$ cat src/sv/brle_pkg.sv
// Shared types and constants for the binary run-length encoder.
package brle_pkg;

    // Widest run length count that the block emits.
    localparam int unsigned MAX_COUNT_WIDTH = 8;

    // Width of the configured count width field and its reset value.
    localparam int unsigned CW_FIELD_W = 4;
    localparam logic [CW_FIELD_W-1:0] CW_RESET = 4'd4;

    // Width of the symbol value field and of the run counter.
    localparam int unsigned VALUE_W = 8;

    // Result queue depth: one input beat yields at most three symbols.
    localparam int unsigned QDEPTH = 3;
    localparam int unsigned QCNT_W = 2;

    // Symbol kinds.
    localparam logic KIND_START = 1'b0;
    localparam logic KIND_COUNT = 1'b1;

    typedef struct packed {
        logic               kind;
        logic [VALUE_W-1:0] value;
        logic               eoc;
    } sym_t;

endpackage

$ cat src/sv/binary_run_length_encoder_unit.sv
// Binary run-length encoder with fixed-width counts: top level.
//
//   channel | dir | handshake           | payload
//   --------+-----+---------------------+---------------------------------------
//   in      | in  | in_valid / in_stall | in_bit, is_last
//   out     | out | out_valid/out_stall | symbol_kind, symbol_value, end_of_code
//   cfg     | in  | cfg_we              | cfg_wdata (count width)
//
// One input beat per cycle while in_stall is low. Each beat is encoded in
// the cycle it is taken and its zero to three symbols land in a three-entry
// result queue that drains one symbol per cycle while out_stall is low, the
// first one presented in the cycle after the beat. A beat that yields more
// than one symbol stalls the input while they drain. The input is taken
// whenever the queue is empty or its last symbol leaves in the same cycle.
// Reset clears the run state and the queue and sets the count width to 4.
module binary_run_length_encoder_unit
(
    input  logic                         clk,
    input  logic                         rst_n,
    // configuration
    input  logic                         cfg_we,
    input  logic [brle_pkg::CW_FIELD_W-1:0] cfg_wdata,
    // input channel
    input  logic                         in_valid,
    output logic                         in_stall,
    input  logic                         in_bit,
    input  logic                         is_last,
    // output channel
    output logic                         out_valid,
    input  logic                         out_stall,
    output logic                         symbol_kind,
    output logic [brle_pkg::VALUE_W-1:0] symbol_value,
    output logic                         end_of_code
);

    logic [brle_pkg::CW_FIELD_W-1:0] count_width_reg;
    logic                            started_reg, started_next;
    logic                            run_bit_reg, run_bit_next;
    logic [brle_pkg::VALUE_W-1:0]    run_count_reg, run_count_next;

    brle_pkg::sym_t                  q_reg [brle_pkg::QDEPTH];
    brle_pkg::sym_t                  q_next [brle_pkg::QDEPTH];
    logic [brle_pkg::QCNT_W-1:0]     qcnt_reg, qcnt_next;

    brle_pkg::sym_t                  res [brle_pkg::QDEPTH];
    logic [brle_pkg::QCNT_W-1:0]     res_n;

    logic [brle_pkg::CW_FIELD_W-1:0] eff_w;
    logic [brle_pkg::VALUE_W:0]      max_wide;
    logic [brle_pkg::VALUE_W-1:0]    maxc;
    logic [brle_pkg::VALUE_W-1:0]    sat_count;
    logic                            in_accept;
    logic                            out_accept;

    // Hold the count width register.
    always_ff @(posedge clk or negedge rst_n)
    begin
        if (!rst_n)
        begin
            count_width_reg <= brle_pkg::CW_RESET;
        end
        else if (cfg_we)
        begin
            count_width_reg <= cfg_wdata;
        end
    end

    // Clamp the width and form the largest count.
    always_comb
    begin
        eff_w = count_width_reg;
        if (eff_w == '0)
        begin
            eff_w = brle_pkg::CW_FIELD_W'(1);
        end
        if (eff_w > brle_pkg::CW_FIELD_W'(brle_pkg::MAX_COUNT_WIDTH))
        begin
            eff_w = brle_pkg::CW_FIELD_W'(brle_pkg::MAX_COUNT_WIDTH);
        end
        max_wide  = ((brle_pkg::VALUE_W+1)'(1) << eff_w) - (brle_pkg::VALUE_W+1)'(1);
        maxc      = max_wide[brle_pkg::VALUE_W-1:0];
        sat_count = (run_count_reg > maxc) ? maxc : run_count_reg;
    end

    // Handshakes: take a beat when the queue is empty or empties this cycle.
    assign out_valid  = (qcnt_reg != '0);
    assign out_accept = out_valid && !out_stall;
    assign in_stall   = (qcnt_reg > brle_pkg::QCNT_W'(1)) ||
                        ((qcnt_reg == brle_pkg::QCNT_W'(1)) && out_stall);
    assign in_accept  = in_valid && !in_stall;

    // Encode one beat: symbols and next run state.
    always_comb
    begin
        for (int i = 0; i < brle_pkg::QDEPTH; i++)
        begin
            res[i] = '{kind: brle_pkg::KIND_COUNT, value: '0, eoc: 1'b0};
        end
        res_n          = '0;
        started_next   = started_reg;
        run_bit_next   = run_bit_reg;
        run_count_next = run_count_reg;

        priority if (!started_reg)
        begin
            res[0]         = '{kind: brle_pkg::KIND_START,
                               value: brle_pkg::VALUE_W'(in_bit), eoc: 1'b0};
            res_n          = brle_pkg::QCNT_W'(1);
            started_next   = 1'b1;
            run_bit_next   = in_bit;
            run_count_next = brle_pkg::VALUE_W'(1);
        end
        else if (in_bit == run_bit_reg)
        begin
            if (run_count_reg < maxc)
            begin
                run_count_next = run_count_reg + brle_pkg::VALUE_W'(1);
            end
            else
            begin
                // Saturated run: emit the maximum, an empty run, restart at one.
                res[0]         = '{kind: brle_pkg::KIND_COUNT, value: maxc, eoc: 1'b0};
                res[1]         = '{kind: brle_pkg::KIND_COUNT, value: '0, eoc: 1'b0};
                res_n          = brle_pkg::QCNT_W'(2);
                run_count_next = brle_pkg::VALUE_W'(1);
            end
        end
        else
        begin
            res[0]         = '{kind: brle_pkg::KIND_COUNT, value: sat_count, eoc: 1'b0};
            res_n          = brle_pkg::QCNT_W'(1);
            run_bit_next   = in_bit;
            run_count_next = brle_pkg::VALUE_W'(1);
        end

        // Close the stream: the new count never exceeds the maximum here.
        if (is_last)
        begin
            res[res_n]     = '{kind: brle_pkg::KIND_COUNT, value: run_count_next, eoc: 1'b1};
            res_n          = res_n + brle_pkg::QCNT_W'(1);
            started_next   = 1'b0;
            run_bit_next   = 1'b0;
            run_count_next = '0;
        end
    end

    // Advance the result queue: drop the head when the output takes it, load new symbols on a taken beat.
    always_comb
    begin
        q_next    = q_reg;
        qcnt_next = qcnt_reg;
        if (out_accept)
        begin
            for (int i = 0; i < brle_pkg::QDEPTH - 1; i++)
            begin
                q_next[i] = q_reg[i+1];
            end
            qcnt_next = qcnt_reg - brle_pkg::QCNT_W'(1);
        end
        if (in_accept)
        begin
            q_next    = res;
            qcnt_next = res_n;
        end
    end

    // Control state.
    always_ff @(posedge clk or negedge rst_n)
    begin
        if (!rst_n)
        begin
            started_reg   <= 1'b0;
            run_bit_reg   <= 1'b0;
            run_count_reg <= '0;
            qcnt_reg      <= '0;
        end
        else
        begin
            qcnt_reg <= qcnt_next;
            if (in_accept)
            begin
                started_reg   <= started_next;
                run_bit_reg   <= run_bit_next;
                run_count_reg <= run_count_next;
            end
        end
    end

    // Queue payload.
    always_ff @(posedge clk)
    begin
        q_reg <= q_next;
    end

    assign symbol_kind  = q_reg[0].kind;
    assign symbol_value = q_reg[0].value;
    assign end_of_code  = q_reg[0].eoc;

`ifndef ASSERT_OFF
    a_qcnt_range: assert property (@(posedge clk) disable iff (!rst_n)
        qcnt_reg <= brle_pkg::QCNT_W'(brle_pkg::QDEPTH))
        else $error("result queue count out of range");

    a_accept_room: assert property (@(posedge clk) disable iff (!rst_n)
        in_accept |-> (qcnt_reg == '0) ||
                      ((qcnt_reg == brle_pkg::QCNT_W'(1)) && out_accept))
        else $error("input beat taken while queue still holds symbols");

    a_idle_state: assert property (@(posedge clk) disable iff (!rst_n)
        !started_reg |-> (run_count_reg == '0) && (run_bit_reg == 1'b0))
        else $error("run state not cleared between streams");

    a_run_nonzero: assert property (@(posedge clk) disable iff (!rst_n)
        started_reg |-> (run_count_reg != '0))
        else $error("empty run while a stream is open");

    a_eoc_tail: assert property (@(posedge clk) disable iff (!rst_n)
        (out_valid && end_of_code) |-> (qcnt_reg == brle_pkg::QCNT_W'(1)))
        else $error("end of code symbol is not the last queued symbol");
`endif

endmodule
$ cat config.mk
export PLATFORM = sky130hd
export DESIGN_NAME = binary_run_length_encoder_unit
export DESIGN_NICKNAME = d
export VERILOG_FILES = /design/src/sv/brle_pkg.sv /design/src/sv/binary_run_length_encoder_unit.sv
export SDC_FILE = /design/constraint.sdc
export NUM_CORES = 1
export LEC_CHECK = 0
export BUFFER_PORTS_ARGS = -buffer_cell sky130_fd_sc_hd__buf_4
export CAP_MARGIN = 0
export CORE_AREA = 2 2 75 77
export DETAILED_ROUTE_END_ITERATION = 12
export DIE_AREA = 0 0 77 79
export PLACE_DENSITY_LB_ADDON = 0.08
export SLEW_MARGIN = 20
export SYNTH_ARGS = -nofsm -noshare
export SYNTH_HDL_FRONTEND = slang
export SYNTH_SLANG_ARGS = --single-unit
$ cat constraint.sdc
create_clock -name clk -period 6.38 [get_ports clk]
set_input_delay 1.276 -clock clk [delete_from_list [all_inputs] [get_ports clk]]
set_output_delay 1.276 -clock clk [all_outputs]
set_load 0.005 [all_outputs]
==> impl_metrics.ini <==
[floorplanning]
rows = 27
core_um2 = 5340
die_h_um = 79
initial_core_util_pct = 47.9
dieArea_um2 = 6080
die_x_um = 77
io_pins = 23

[place]
place_congestion = 0.817
port_buffers = 22
hpwlAfterDp_um = 3930
placed_area_um2 = 2710
dp_cells = 314
pre_cts_ws_ns = 2.01

[finish]
instances_no_fill = 322
antenna_cells = 0
final_area_um2 = 2820
largest_reg_flops = 18
layout_common_cells = edfxtp_1, buf_4, nor2_1
drive_above_1_share_pct = 15.6
post-route-util_pct = 52.9
layout.nets = 275
layout_commonest_cell = edfxtp_1
area_growth_pct = 10.4

[clocking]
cts_setup_buffers = 0
clkLatencyLatePin_ns = 0.30
cts_buffers = 5
cts.sinks = 44
cts_resized = 0
root_buffer = clkbuf_8
cts_tree = yes
clockBufferDepth = 2
hold_buffers = 0
clkTransAtPathRegs_ns = 0.08
cts.htree.levels = 2

[logic_synthesis]
synth_edf_count = 28
synthMuxAreaShare_pct = 4.36
synth_xor_area_share_pct = 3.43
synth-seq-cells = 44
ys.flop_type = edfxtp_1
syn_area_um2 = 2550
synth_compound_area_share_pct = 14.5
yosys.area_share.simple_pct = 15.6
ys.warnings.count = 0
ys_async_sr_fraction_pct = 36.4
ys_seq_area_share_pct = 48.6
synthAdderAreaFrac_pct = 7.35
syn_inst = 237
avgSynthCellArea_um2 = 10.8
synth_top_family_by_area = simple AND/OR/NAND/NOR gates
ys_types = 44

[setup_path]
required_ns = 6.43
path_cells = or3_1 > ha_1 > nor3_1 > a21o_1 > a32oi_1 > ha_1 > nand4_1 > a21oi_1 > or3_1 > nand2_1 > ha_1 > nand2_1 > or3_1 > nor2_1 > mux2_1 > a221o_1
r2r_start = count_width_reg[3]
r2r_cells = 16
cp_data_arrival_time_ns = 4.47
cpPeakStageDelay_ns = 0.58
critPathKind = reg -> reg
crit_buf_inv = 0
reg2reg_to = symbol_value[6]
cp-start-kind = register
critical-path-top-delay-family = simple AND/OR/NAND/NOR gates
worstPathMaxFanout = 17
crit_path_top_delay_cell = or3_1
end_kind = register
rrSetupSlack_ns = 1.96

[route]
route.detailed.wl_per_inst_um = 17.1
drc = 0
routed_wl_um = 5500
via_per_inst = 5.65
via_count = 1819
drtPass1Iterations = 4
ant_nets = 0
first_iter_violations = 108

[global_route]
overflow = 0
grt_pass1_wl_um = 9510
antenna_found_initial = 0
gr-usage-all-layers_pct = 20.2
grt_max_degree = 39
grt_pass1_vias = 1798

[sta]
maxSlewHeadroom_pct = 29.6
fin_crit_sh_pct = 69.3
rsz0062_at_grt = false
worst_slack_ns = 1.96
max_freq_mhz = 226
fin_crit_ns = 4.42
clock_skew_ns = 0.00771
fin_setup_tns_ns = 0
whs_ns = 0.524
setup_violations = 0
slew_viol_final = 0
final_hold_viol_count = 0
tightest_slew_ns = 1.06

[worst_hold_path]
holdPathEnd = end_of_code
hp-class = reg -> reg
min_from = q_reg[10]
hold-path-cell-count = 2

[power_and_ir_drop]
p_leak_nw = 1.20
p_per_area_nw_per_um2 = 372
vdd_drop_max_v = 0.000258
p_total_mw = 1.05

[run]
drv_cap = 0

[outcome]
outcome = finished clean
how the worst max path moves through the flow:
stage / from / endpoint / cells past startpoint
2_1_floorplan: count_width_reg[3] / symbol_value[4] / 18
3_3_place_gp: count_width_reg[3] / symbol_value[5] / 16
3_5_place_dp: count_width_reg[3] / symbol_value[6] / 16
4_1_cts: count_width_reg[3] / symbol_value[6] / 16
5_1_grt: count_width_reg[3] / symbol_value[5] / 16
6_report: count_width_reg[3] / symbol_value[6] / 16
where the power goes:
group          internal, mW  switching (mW)
sequential            0.426          0.0453
combinational         0.156           0.209
clock                 0.116          0.0956
cell usage after synthesis, types with 6 or more instances:
cell type / instances / area share [%]
ha_1: 15 / 7.3
nand2_1: 16 / 2.4
a22o_1: 13 / 4.5
xor2_1: 6 / 2.1
edfxtp_1: 28 / 33
clkbuf_1: 8 / 1.2
a221o_1: 6 / 2.4
nor2_1: 22 / 3.2
buf_4: 8 / 2.4
inv_1: 11 / 1.6
mux2_1: 6 / 2.6
nand3_1: 7 / 1.4
o21ai_0: 7 / 1.4
nor3_1: 18 / 3.5
dfrtp_1: 15 / 15
routing by layer:
| layer | routed length (um) | share of wire, % | GRT usage, % |
|---|---|---|---|
| met1 | 2610 | 47 | 28.4 |
| met2 | 2560 | 47 | 31.4 |
| met3 | 249 | 4.5 | 3.86 |
| met4 | 85 | 1.5 | 7.14 |
| met5 | 0 | 0 | 0 |
area by class of cell:
type                    instances  area [um^2]
multi-input cells             164         1170
well taps                      72         90.1
inverters                      11         41.3
flip-flops and latches         44         1240
fillers                       489         2520
repair buffers                 23          173
clock buffers                   6         72.6
clock inverters                 2         35.0
kinds of logic (layout without fill, tap and decap cells):
| logic type | count (synthesis) | count (layout) |
|---|---|---|
| AND/OR/NAND/NOR | 80 | 80 |
| AO/OA/AOI/OAI | 47 | 47 |
| flip-flops | 44 | 44 |
| buffers and inverters | 30 | 42 |
| adder cells (fa/ha/maj) | 15 | 15 |
| XOR/XNOR | 10 | 10 |
| multiplexers | 10 | 10 |
| other | 1 | 2 |
worst reg2reg max path, delay by kind of cell, from the launching register on:
family	cells	cell delay (ns)
compound gates	4	0.69
fa+ha+maj	3	0.82
flops	1	0.43
mux	1	0.30
simple gates	8	1.95
No activity file was read; power rests on OpenSTA's default activity.
